[config.mk]
export PLATFORM = sky130hd
export DESIGN_NAME = base64_stream_decoder
export DESIGN_NICKNAME = d
export VERILOG_FILES = /design/src/rtl/core/b64sd_pkg.sv /design/src/rtl/core/base64_stream_decoder.sv
export VERILOG_INCLUDE_DIRS = /design/src /design/src/rtl/core
export SDC_FILE = /design/constraint.sdc
export NUM_CORES = 1
export LEC_CHECK = 0
export BUFFER_PORTS_ARGS = -buffer_cell sky130_fd_sc_hd__buf_4
export CORE_MARGIN = 1.5
export CORE_UTILIZATION = 25
export CTS_BUF_LIST = sky130_fd_sc_hd__clkbuf_16
export DETAILED_ROUTE_END_ITERATION = 7
export MAX_ROUTING_LAYER = met4
export PLACE_DENSITY_LB_ADDON = 0.15
export SLEW_MARGIN = 20
export SYNTH_ARGS = -nofsm -noshare
export SYNTH_HDL_FRONTEND = slang
export SYNTH_SLANG_ARGS = --single-unit
export TNS_END_PERCENT = 10
[constraint.sdc]
create_clock -name clk -period 18.3 [get_ports clk]
set_input_delay 0 -clock clk [delete_from_list [all_inputs] [get_ports clk]]
set_output_delay 0 -clock clk [all_outputs]
set_load 0.01 [all_outputs]
[src/rtl/core/base64_stream_decoder_macros.svh]
// Assertion macros for the Base64 stream decoder.
// Checks compile away when SYNTHESIS is defined; no other dependencies.
`ifndef BASE64_STREAM_DECODER_MACROS_SVH
`define BASE64_STREAM_DECODER_MACROS_SVH
`ifndef SYNTHESIS
// Condition that must hold on every clock edge out of reset.
`define B64_ASSERT_ALWAYS(name, clk, rst, cond, msg) \
  name: assert property (@(posedge clk) disable iff (rst) (cond)) else $error(msg);
// Antecedent in one cycle implies consequent in the next.
`define B64_ASSERT_NEXT(name, clk, rst, ante, cons, msg) \
  name: assert property (@(posedge clk) disable iff (rst) (ante) |=> (cons)) else $error(msg);
`else
`define B64_ASSERT_ALWAYS(name, clk, rst, cond, msg)
`define B64_ASSERT_NEXT(name, clk, rst, ante, cons, msg)
`endif
`endif

[src/rtl/core/b64sd_pkg.sv]
// Shared types, codes and the character classifier for the Base64 stream decoder.
// No dependencies.
package b64sd_pkg;

  localparam int COUNT_BITS = 16;

  // classifier codes above the 64 alphabet values
  localparam logic [6:0] SX_WS  = 7'd64;
  localparam logic [6:0] SX_PAD = 7'd65;
  localparam logic [6:0] SX_BAD = 7'd66;

  localparam logic [2:0] ST_OK        = 3'd0;
  localparam logic [2:0] ST_BAD_CHAR  = 3'd1;
  localparam logic [2:0] ST_BAD_PAD   = 3'd2;
  localparam logic [2:0] ST_MISS_PAD  = 3'd3;
  localparam logic [2:0] ST_PARTIAL   = 3'd4;
  localparam logic [2:0] ST_COUNT_OVF = 3'd5;

  localparam logic KIND_DATA   = 1'b0;
  localparam logic KIND_STATUS = 1'b1;

  typedef struct packed {
    logic        kind;
    logic [7:0]  data;
    logic [2:0]  status;
    logic [15:0] count;
    logic        last;
  } result_t;

  function automatic logic [6:0] classify(input logic [7:0] c);
    logic [6:0] v;
    if (c == 8'h0D || c == 8'h0A || c == 8'h09 || c == 8'h20) v = SX_WS;
    else if (c == 8'h3D) v = SX_PAD;                                  // '='
    else if (c >= 8'h41 && c <= 8'h5A) v = 7'(c - 8'h41);             // A-Z
    else if (c >= 8'h61 && c <= 8'h7A) v = 7'(c - 8'h61 + 8'd26);     // a-z
    else if (c >= 8'h30 && c <= 8'h39) v = 7'(c - 8'h30 + 8'd52);     // 0-9
    else if (c == 8'h2B) v = 7'd62;                                   // '+'
    else if (c == 8'h2F) v = 7'd63;                                   // '/'
    else v = SX_BAD;
    return v;
  endfunction

endpackage

[src/rtl/core/base64_stream_decoder.sv]
// A character is taken into the input register and decoded there combinationally; its
// results are loaded into the group register, which drives the master side.
// Throughput: one character per cycle unless it waits for the group; results leave one per
// cycle while m_tready is high from a four-slot group register, and a character that yields
// results waits until the group is empty or its last result is taken in that same cycle.
// Reset (rst, synchronous, active high) clears the decoder state, the input valid flag and the group fill and index.
// Uses b64sd_pkg and base64_stream_decoder_macros.svh.
`include "base64_stream_decoder_macros.svh"

module base64_stream_decoder (
  input  logic        clk,
  input  logic        rst,
  input  logic        s_tvalid,
  output logic        s_tready,
  input  logic [7:0]  s_tdata,   // [7:0] char_code
  input  logic        s_tlast,   // end_of_message
  output logic        m_tvalid,
  input  logic        m_tready,
  output logic [31:0] m_tdata,   // [7:0] data_byte, [10:8] status, [26:11] byte_count
  output logic        m_tuser,   // kind
  output logic        m_tlast    // last_result
);

  localparam logic [b64sd_pkg::COUNT_BITS-1:0] CountMax = '1;

  // input register
  logic       in_valid;
  logic [7:0] in_char;
  logic       in_last;

  // decoder state
  logic [17:0] accum, accum_next;
  logic [1:0]  held, held_next;
  logic        tail, tail_next;
  logic        pexp, pexp_next;
  logic        pseen, pseen_next;
  logic [2:0]  err, err_next;
  logic [b64sd_pkg::COUNT_BITS-1:0] cnt, cnt_next;

  // result group
  b64sd_pkg::result_t grp [4];
  logic [2:0] grp_n;
  logic [2:0] grp_idx;
  logic [2:0] pending;
  logic       grp_free;
  logic       process;

  b64sd_pkg::result_t res [4];
  logic [2:0] res_n;
  logic [2:0] nb;
  logic [7:0] cand [3];
  logic [1:0] cand_n;
  logic [6:0] v;
  logic [23:0] quad;
  logic [2:0]  st;
  logic [b64sd_pkg::COUNT_BITS+15:0] cnt_ext;

  always_comb begin
    v          = b64sd_pkg::classify(in_char);
    quad       = {accum, v[5:0]};
    accum_next = accum;
    held_next  = held;
    tail_next  = tail;
    pexp_next  = pexp;
    pseen_next = pseen;
    err_next   = err;
    cnt_next   = cnt;
    cand[0]    = 8'd0;
    cand[1]    = 8'd0;
    cand[2]    = 8'd0;
    cand_n     = 2'd0;
    nb         = 3'd0;
    st         = b64sd_pkg::ST_OK;
    cnt_ext    = '0;

    if (err == b64sd_pkg::ST_OK && v != b64sd_pkg::SX_WS) begin
      if (v == b64sd_pkg::SX_BAD) begin
        err_next = b64sd_pkg::ST_BAD_CHAR;
      end else if (tail) begin
        if (v == b64sd_pkg::SX_PAD && pexp && !pseen) pseen_next = 1'b1;
        else err_next = b64sd_pkg::ST_BAD_PAD;
      end else if (v == b64sd_pkg::SX_PAD) begin
        if (held == 2'd2 || held == 2'd3) begin
          if (held == 2'd2) begin
            cand[0]   = accum[11:4];
            cand_n    = 2'd1;
            pexp_next = 1'b1;
          end else begin
            cand[0]   = accum[17:10];
            cand[1]   = accum[9:2];
            cand_n    = 2'd2;
            pexp_next = 1'b0;
          end
          tail_next  = 1'b1;
          pseen_next = 1'b0;
          held_next  = 2'd0;
          accum_next = '0;
        end else begin
          err_next = b64sd_pkg::ST_BAD_PAD;
        end
      end else if (held == 2'd3) begin
        cand[0]    = quad[23:16];
        cand[1]    = quad[15:8];
        cand[2]    = quad[7:0];
        cand_n     = 2'd3;
        held_next  = 2'd0;
        accum_next = '0;
      end else begin
        accum_next = quad[17:0];
        held_next  = held + 2'd1;
      end
    end

    // bytes go out in order until the count saturates
    for (int i = 0; i < 3; i++) begin
      if (2'(i) < cand_n && err_next == b64sd_pkg::ST_OK) begin
        if (cnt_next == CountMax) begin
          err_next = b64sd_pkg::ST_COUNT_OVF;
        end else begin
          cnt_next = cnt_next + 1'b1;
          nb       = 3'(i + 1);
        end
      end
    end

    st = err_next;
    if (st == b64sd_pkg::ST_OK) begin
      if (tail_next) begin
        if (pexp_next && !pseen_next) st = b64sd_pkg::ST_MISS_PAD;
      end else if (held_next != 2'd0) begin
        st = b64sd_pkg::ST_PARTIAL;
      end
    end
    cnt_ext = (b64sd_pkg::COUNT_BITS+16)'(cnt_next);
    res_n   = nb + {2'd0, in_last};

    for (int k = 0; k < 4; k++) begin
      res[k] = '0;
      if (3'(k) < nb) begin
        res[k].kind = b64sd_pkg::KIND_DATA;
        res[k].data = cand[k % 3];
      end else if (3'(k) == nb && in_last) begin
        res[k].kind   = b64sd_pkg::KIND_STATUS;
        res[k].status = st;
        res[k].count  = cnt_ext[15:0];
      end
      res[k].last = (3'(k) == res_n - 3'd1);
    end

    // message closed: back to reset state
    if (in_last) begin
      accum_next = '0;
      held_next  = 2'd0;
      tail_next  = 1'b0;
      pexp_next  = 1'b0;
      pseen_next = 1'b0;
      err_next   = b64sd_pkg::ST_OK;
      cnt_next   = '0;
    end
  end

  assign pending  = grp_n - grp_idx;
  assign m_tvalid = (pending != 3'd0);
  assign grp_free = (pending == 3'd0) || (pending == 3'd1 && m_tready);
  assign process  = in_valid && (res_n == 3'd0 || grp_free);
  assign s_tready = !in_valid || process;

  assign m_tdata = {5'd0, grp[grp_idx[1:0]].count, grp[grp_idx[1:0]].status,
                    grp[grp_idx[1:0]].data};
  assign m_tuser = grp[grp_idx[1:0]].kind;
  assign m_tlast = grp[grp_idx[1:0]].last;

  always_ff @(posedge clk) begin
    if (rst) begin
      in_valid <= 1'b0;
      grp_n    <= 3'd0;
      grp_idx  <= 3'd0;
      accum    <= '0;
      held     <= 2'd0;
      tail     <= 1'b0;
      pexp     <= 1'b0;
      pseen    <= 1'b0;
      err      <= b64sd_pkg::ST_OK;
      cnt      <= '0;
    end else begin
      if (s_tready) begin
        in_valid <= s_tvalid;
        if (s_tvalid) begin
          in_char <= s_tdata;
          in_last <= s_tlast;
        end
      end
      if (process) begin
        accum <= accum_next;
        held  <= held_next;
        tail  <= tail_next;
        pexp  <= pexp_next;
        pseen <= pseen_next;
        err   <= err_next;
        cnt   <= cnt_next;
      end
      if (process && res_n != 3'd0) begin
        for (int k = 0; k < 4; k++) grp[k] <= res[k];
        grp_n   <= res_n;
        grp_idx <= 3'd0;
      end else if (m_tvalid && m_tready) begin
        grp_idx <= grp_idx + 3'd1;
      end
    end
  end

  `B64_ASSERT_ALWAYS(a_grp_bounds, clk, rst, grp_idx <= grp_n && grp_n <= 3'd4, "group index past fill")
  `B64_ASSERT_NEXT(a_grp_continues, clk, rst, m_tvalid && m_tready && !m_tlast, m_tvalid, "group ended without last")
  `B64_ASSERT_NEXT(a_msg_reset, clk, rst, process && in_last, held == 2'd0 && cnt == '0 && err == b64sd_pkg::ST_OK && !tail, "state not cleared after end mark")
  `B64_ASSERT_ALWAYS(a_data_clean, clk, rst, !(m_tvalid && m_tuser == b64sd_pkg::KIND_DATA) || m_tdata[26:8] == 19'd0, "data result carries status fields")

endmodule
* After elaboration in Yosys (flattened, before gate mapping)
Memories as Yosys holds them, arrays and structs flattened. A register that Yosys moved wholly into a read port is not among the register bits.
Cells that the tools add are included.
W data, S select, Z words.
** Storage, ports and cells
- Word-level logic and storage cells :: 221
- Flip-flop bits (word level) :: 58
- RAM bits :: 116
- Memories kept :: 1
- Input bits :: 13
- Output and inout bits :: 36
** Cells by class
- $lt $le $gt $ge :: 13
- Equality and inequality tests :: 25
- Multiplexer cells :: 112
- $add $sub $neg :: 13
- Reductions and logical operators :: 44
- Bitwise gates (word level) :: 1
** Memory list
- grp :: depth 4, width 29, read ports 1, clocked after memory_dff 1, write ports 4, RTL line base64_stream_decoder.sv:41 : b64sd_pkg::result_t grp [4];
** Operator list (count)
- $mux W19 :: 8
- $mux W16 :: 9
- $mux W18 :: 7
- $mux W24 :: 4
- $mux W3 :: 21
- $mux W8 :: 7
- $mux W7 :: 7
- $add A16 B1 Y16 const B :: 3
- $eq A16 B16 Y1 const B :: 3
- $mux W1 :: 33
- $eq A8 B6 Y1 const B :: 4
- $mux W2 :: 16
- $logic_not A3 Y1 :: 9
- $eq A8 B4 Y1 const B :: 3
- $logic_and A1 B1 Y1 :: 18
- $ge A8 B7 Y1 const B :: 2
- $le A8 B7 Y1 const B :: 2
- $eq A7 B7 Y1 const B :: 2
- $sub A7 B7 Y7 const B :: 2
- $eq A2 B3 Y1 const A :: 4
- $ge A8 B6 Y1 const B :: 1
- $le A8 B6 Y1 const B :: 1
- $add A7 B5 Y7 const B :: 1
- $add A7 B6 Y7 const B :: 1
- 24 further kinds :: 40

* Longest topological paths before layout
Gate-level depths: netlist of the first run.
- Depth after elaboration :: 32
- Gate-level depth with buffers :: 38
- Depth with buffers taken out :: 32

* Least setup slack after synthesis of the first run
No wires, ideal clock.
- Kind :: reg-to-reg
- From :: register in_char[2]
- To :: memory grp[0][0] (netlist bit) (enable)
- Clock period less this slack :: 15.107 ns
- Setup time :: 0.715 ns
- Cell stages (with the launch flop) :: 35
- Arrival time :: 14.392 ns
- Path buffers :: 5
- Slack :: 3.193 ns
- Data required time :: 17.585 ns
- Path through :: edfxtp_1 -> clkbuf_1 -> inv_1 -> ha_1 -> nand4bb_1 -> and3_1 -> clkbuf_1 -> and2_1 -> or4_1 -> and2_1 -> a41o_1 -> buf_2 -> nand3_1 -> clkbuf_1 -> nand2_1 -> nand2_1 -> ha_1 -> nand2_1 -> a31oi_1 -> a31o_2 -> nand4_1 -> o21ai_1 -> nor2_1 -> a31oi_1 -> ha_1 -> nand2_1 -> nor3_1 -> and2_1 -> o21ai_0 -> ha_1 -> ha_1 -> nor3_1 -> o21ai_0 -> clkbuf_1 -> nor3_1
** RTL lines
- start: declaration :: RTL line base64_stream_decoder.sv:28 : logic [7:0] in_char;
- start signal: assignment :: RTL line base64_stream_decoder.sv:189 : in_char <= s_tdata;
- end: declaration :: RTL line base64_stream_decoder.sv:41

==> summary.md, run 1 <==
| Metric | Value |
|---|---|
| Outcome | complete, no violations |
| CP required | 18.36 ns |
| Starting Density | 0.254 |
| Rel. slew slack | 0.290 |
| Synth Flop Type | edfxtp_1 |
| I/O Buffers | 43 |
| Hold wc startpoint | m_tready |
| Placed inst area | 0.0104 mm^2 |
| N_diodes | 0 |
| Sequential fraction of the synthesis area | 0.472 |
| Chip Width | between 150 and 200 um |
| 1st-iter DRT viols | 451 |
| Detailed Place HPWL | 19900 um |
| Post-synth EDFFs | 117 |
| R2R depth | 29 |
| Crit-path most repeated cell | ha_1 |
| Max VDD drop | ~63 uV |
| Vias | 7438 |
| CP endpoint kind | flop |
| Pwr Density | 84.3 mW/mm^2 |
| Design Power | 0.000939 W |
| Die Height | 199 um |
| Final Hold Vio Count | 0 |
| Share of layout cells above drive strength 1 | 0.138 |
| CP Buf/Inv Count | 2 |
| Slew @ Worst Pin | 1.06 ns |
| Post-route ant nets | 0 |
| Crit path launch type | flop |
| TritonCTS Sinks | 168 |
| Post-Syn Area | 0.00960 mm^2 |
| Final nets | 1032 |
| Global-route wire length before repair | 43400 um |
| Fin Setup TNS | 0 ns |
| Fin crit share | 0.520 |
| Mapped Avg Cell Area | 9.96 um^2 |
| Crit path DAT | around 9.6 ns |
| Placeable Area | 0.0378 mm^2 |
| Pre-CTS setup slack | 8.89 ns |
| H-tree depth | 4 |
| Max frequency | approximately 110 MHz |
| Final worst setup slack | 8.78 ns |
| Setup violators final | 0 |
| Synth async-reset ratio | 0 |
| Total CTS buffers | 17 |
| Root buf cell | clkbuf_16 |
| Largest delay share family, worst path | compound AO/OA/AOI/OAI gates |
| Grt total ovfl | 0 |
| Drc violations | 0 |
| Highest net fanout along the worst path | 81 |
| Max cap viols | 0 |
| Routed WL per cell | 18.4 um |
| Die area | 0.0396 mm^2 |
| LEAKAGE | ~3.7 nW |
| Clk_lat worst skew | 0.45 ns |
| Clock slew at reported path FFs | 0.07 ns |
| IO Pins | 49 |
| Clock tree from TritonCTS | built |
| Reg2Reg Setup Slack | 8.78 ns |
| Distinct cells, synth | between 80 and 90 |
| DRT Pass-1 Iters | 5 |
| Ys Warns | 0 |
| Max-slew violation count | 0 |
| Synth Register Bits | roughly 170 |
| Final core utilization | 0.295 |
| Pin count of the biggest net entering global routing | 82 |
| Antenna violations before repair | 0 |
| Area Growth Syn to Fin | 16.1% |
| Hold Path Class | primary input to flop |
| Mapped Cells | 964 |
| RSZ-0062 raised after global routing | no |
| FF-to-FF End | grp[2][15] |
| Final WL | ~28000 um |
| Critical R2R Launch | in_char[2] |
| GP Congestion | 0.863 |
| Hold depth | 4 |
| Crit path largest cell delay | ~0.89 ns |
| Critical-path cell with the highest stage delay | buf_4 |
| Tot GR Track Use | 0.150 |
| Row cnt | 71 |
| Setup bufs post-CTS | 0 |
| Post-route cell area | between 0.01 and 0.015 mm^2 |
| Max Buffers Root-to-Sink | 2 |
| Vias in the first global route | 7433 |
| Tmin final | 9.52 ns |
| Via-per-instance ratio | between 4 and 5 |
| Crit Path Class | flop to flop |
| Clock skew | 0.0137 ns |
-- worst max path at each step --
stage / from / end / slack (ns) / cells after the start
final: in_char[2] / grp[2][15] / 8.78 / 29
after global placement: in_char[3] / grp[0][12] / 9.10 / 28
after CTS: in_char[2] / grp[2][15] / 8.86 / 29
after detailed placement: in_char[2] / grp[3][12] / 8.89 / 28
after floorplan: in_char[2] / grp[0][0] / 3.19 / 34
after global routing: in_char[1] / grp[2][15] / 7.95 / 29
-- layer usage --
metal,up-vias,wire (um),track usage,part of all wire
met5,-,0,-,0
met4,0,506,0.0494,0.018
met3,32,865,0.0210,0.031
met2,145,12900,0.234,0.46
met1,3637,13800,0.199,0.49
li1,3624,-,-,-
-- area by class of cell --
type | instances | area (um^2)
repair buffers | 66 | 523
flip-flops and latches | 168 | 4540
multi-input cells | 715 | 4730
clock buffers | 17 | 425
fillers | 3938 | 26600
well taps | 511 | 639
clock inverters | 15 | 185
inverters | 29 | 109
-- power by group --
group	total [W]	leakage, nW	switching [W]	internal [W]
combinational	0.000123	1.87	0.0000674	0.0000552
clock	0.000381	0.299	0.000174	0.000207
sequential	0.000435	1.52	0.0000176	0.000418
total	0.000939	3.69	0.000259	0.000680
-- sequential cells by signal (all words and copies together), names as in the netlist, named ones only --
| signal | cells |
|---|---|
| accum | 18 |
| cnt | 16 |
| err | 3 |
| grp | 108 |
| grp_idx | 3 |
| grp_n | 3 |
| held | 2 |
| in_char | 8 |
| in_last | 1 |
| in_valid | 1 |
| pexp | 1 |
| pseen | 1 |
| tail | 1 |
-- cell usage after synthesis, types with 7 or more instances --
master / count / area (um^2)
nor2_1: 128 / 480
edfxtp_1: 117 / 3510
nand2_1: 94 / 353
a21oi_1: 52 / 260
dfxtp_1: 51 / 1020
nand3_1: 49 / 245
clkbuf_1: 30 / 113
inv_1: 28 / 105
o21ai_0: 27 / 135
and2_1: 25 / 156
nor3_1: 23 / 115
mux2i_1: 22 / 220
xnor2_1: 22 / 193
ha_1: 21 / 263
mux4_2: 21 / 473
nand4_1: 15 / 93.8
nor2b_1: 13 / 81.3
o31ai_1: 12 / 90.1
and3_1: 11 / 68.8
buf_2: 10 / 50.1
buf_1: 9 / 33.8
nor3b_1: 8 / 60.1
o21ai_1: 8 / 40.0
a211oi_1: 7 / 52.6
a21o_1: 7 / 52.6
nor4_1: 7 / 43.8
o211a_1: 7 / 70.1
o211ai_1: 7 / 52.6
or2_2: 7 / 43.8
-- cell usage in the layout (no fill, tap or decap), types with 22 or more instances in the layout --
cell type / n
o21ai_0: 27
nor3_1: 22
dfxtp_1: 49
nand2_1: 94
and2_1: 25
a21oi_1: 52
buf_4: 53
mux2i_1: 22
edfxtp_1: 117
inv_1: 28
nand3_1: 49
xnor2_1: 22
nor2_1: 128
-- logic make-up after synthesis --
family / count (synthesis) / share of synthesized area
buf+inv: 85 / 0.0377
fa+ha+maj: 22 / 0.0294
compound gates: 193 / 0.140
other cells: 1 / 0.000391
mux: 47 / 0.0769
xor+xnor: 28 / 0.0255
simple gates: 420 / 0.218
flops: 168 / 0.472
-- worst min-delay path: stages --
cell	delay, ns
buf_4	0.08
and2_1	0.19
xnor2_1	0.10
nor2_1	0.07
-- timing repair --
item                      in CTS  in global routing
resized for setup              0                  0
hold endpoints to repair      33                  0
hold buffers                  12                  0
-- per-stage QoR --
stage                     cells  hold WS, ns
after floorplan             968       0.0989
after CTS                  1520       0.0226
after global routing       1521       0.0892
after detailed placement   1476        0.181
final                      1521       0.0424
after global placement     1476        0.180
No activity file was read; power rests on OpenSTA's default activity.
==> run 2, diff against run 1 <==
==> constraint.sdc (replaced) <==
create_clock -name clk -period 9.6 [get_ports clk]
set_input_delay 0 -clock clk [delete_from_list [all_inputs] [get_ports clk]]
set_output_delay 0 -clock clk [all_outputs]
set_load 0.01 [all_outputs]
==> run 2 against run 1 <==
Hold slack got worse by 0.00071 ns. Sequential power increased by 89%. Die area unchanged. Highest routed layer unchanged. Combinational power increased by 94%. Clock power increased by 84%. Largest cell class unchanged. First-iteration DRC count increased by 43%. Utilization increased by 0.13 points. Clock skew increased by 0.0015 ns.
==> summary.md, run 2 (synthesis results as in run 1) <==
| Metric | Value |
|---|---|
| Placed cells | approximately 1500 |
| DRT Pass-1 Iters | 5 |
| Crit path launch type | flop |
| Max-slew violation count | 0 |
| Max reg flops | 108 |
| Row cnt | between 70 and 80 |
| Reg2Reg Setup Slack | 0.90 ns |
| Crit Path Class | flop to flop |
| Fin crit share | 0.906 |
| Clock skew | 0.0153 ns |
| Routed WL per cell | roughly 18 um |
| Final Hold Vio Count | 0 |
| Global-route wire length before repair | 43000 um |
| Share of layout cells above drive strength 1 | 0.144 |
| Drc violations | 0 |
| Setup bufs post-CTS | 0 |
| Outcome | complete, no violations |
| LEAKAGE | around 3.7 nW |
| Max cap viols | 0 |
| Tot GR Track Use | 0.149 |
| H-tree depth | 4 |
| Hold Path Class | primary input to flop |
| Detailed Place HPWL | 20100 um |
| N_diodes | 0 |
| Clk_lat worst skew | 0.45 ns |
| TritonCTS Sinks | approximately 170 |
| CP required | 9.98 ns |
| Critical-path cell with the highest stage delay | a41oi_1 |
| Pre-CTS setup slack | ~1.0 ns |
| Max frequency | 115 MHz |
| Root buf cell | clkbuf_16 |
| 1st-iter DRT viols | 645 |
| IO Pins | 49 |
| Via-per-instance ratio | 4.93 |
| RSZ-0062 raised after global routing | no |
| Post-route ant nets | 0 |
| Crit path largest cell delay | 0.88 ns |
| Top reg by flops | grp |
| Pwr Density | 157 mW/mm^2 |
| Final worst setup slack | 0.900 ns |
| Fillers | 3905 |
| CP endpoint kind | flop |
| Total CTS buffers | 17 |
| Highest net fanout along the worst path | 13 |
| Tmin final | 8.70 ns |
| Final WL | 27800 um |
| Max Buffers Root-to-Sink | 2 |
| Antenna violations before repair | 0 |
| Vias | 7511 |
| Slew @ Worst Pin | 1.05 ns |
| Final nets | 1034 |
| Area Growth Syn to Fin | 16.6% |
| Die Height | 199 um |
| Critical R2R Launch | in_char[2] |
| GP Congestion | between 0.8 and 0.9 |
| Pin count of the biggest net entering global routing | 50 |
| I/O Buffers | 43 |
| Hold WS | 0.0417 ns |
| Starting Density | 0.254 |
| Max VDD drop | 120 uV |
| Chip Width | 199 um |
| Clock slew at reported path FFs | 0.07 ns |
| Grt total ovfl | 0 |
| Hold depth | 4 |
| Die area | 0.0396 mm^2 |
| Hold wc startpoint | m_tready |
| FF-to-FF End | accum[12] |
| Crit path DAT | 9.08 ns |
| Regs by FF count | grp: 108 flops, accum: 18 flops, cnt: 16 flops |
| Most common cell after layout, fill and taps aside | nor2_1 |
| Clock tree from TritonCTS | built |
| R2R depth | 32 |
| Placeable Area | roughly 0.038 mm^2 |
| Fin Setup TNS | 0 ns |
| Rel. slew slack | 0.293 |
| Vias in the first global route | around 7200 |
| Final non-filler cell total | between 1500 and 2000 |
| Setup violators final | 0 |
| Most frequent cells in the layout | nor2_1, edfxtp_1, nand2_1 |
| Crit-path most repeated cell | ha_1 |
## run 2: cell count changes in the layout (fill, tap and decap cells not counted), moves of 2 or more
| cell | delta |
|---|---|
| buf_4 | +2 |
| clkinv_2 | -2 |
| clkinv_4 | +2 |
| inv_4 | +2 |
| inv_6 | -2 |
| inv_8 | +2 |
| nor3_1 | -2 |
| nor3_4 | +2 |
## run 2: final cells by class
cell class	instances	area [um^2]	share of cell area
Clock buffer	17	425	0.0380
Clock inverter	15	160	0.0143
Inverter	29	109	0.00972
Multi-Input combinational cell	715	4770	0.426
Sequential cell	168	4540	0.405
Tap cell	511	639	0.0571
Timing Repair Buffer	68	553	0.0494
## run 2: metrics by stage
stage / util / instance area [um^2] / total power (W)
after global routing: 0.297 / 11200 / 0.00184
after floorplan: - / 9670 / 0.000983
final: 0.297 / 11200 / 0.00176
after CTS: 0.297 / 11200 / 0.00179
after detailed placement: 0.278 / 10500 / 0.00108
after global placement: 0.278 / 10500 / 0.00108
## run 2: where the power goes
part	leakage, nW	switching (W)	total [W]	internal [W]
clock network	0.292	0.000330	0.000700	0.000370
registers	1.52	0.0000251	0.000821	0.000796
logic	1.91	0.000133	0.000239	0.000107
total	3.72	0.000488	0.00176	0.00127
## run 2: routing by layer
metal | vias up | global-route usage | routed length (um)
li1 | 3643 | - | -
met1 | 3687 | 0.207 | 14200
met2 | 154 | 0.221 | 12400
met3 | 27 | 0.0258 | 779
met4 | 0 | 0.0457 | 436
met5 | - | - | 0
## run 2: timing repair
action / in CTS / in global routing
hold endpoints to repair: 33 / 0
setup endpoints to repair: 0 / 0
gates resized for setup: 0 / 0
hold buffers: 12 / 0
## run 2: worst max-delay path by stage
stage               start   endpoint  slack [ns]  depth (start not counted)
2_1_floorplan  in_char[2]  grp[0][0]        0.05                         34
3_3_place_gp   in_char[2]   accum[0]        1.21                         32
3_5_place_dp   in_char[2]   accum[8]        1.02                         32
4_1_cts        in_char[2]  accum[12]         1.0                         32
5_1_grt        in_char[2]  accum[10]        0.22                         27
6_report       in_char[2]  accum[12]        0.90                         32
## run 2: worst max-delay path, delay by kind of cell, from the launching register on
| family | cells | cell delay [ns] |
|---|---|---|
| buf+inv | 3 | 0.62 |
| compound gates | 8 | 2.01 |
| fa+ha+maj | 5 | 1.39 |
| xor+xnor | 1 | 0.33 |
| flops | 1 | 0.53 |
| simple gates | 15 | 3.74 |
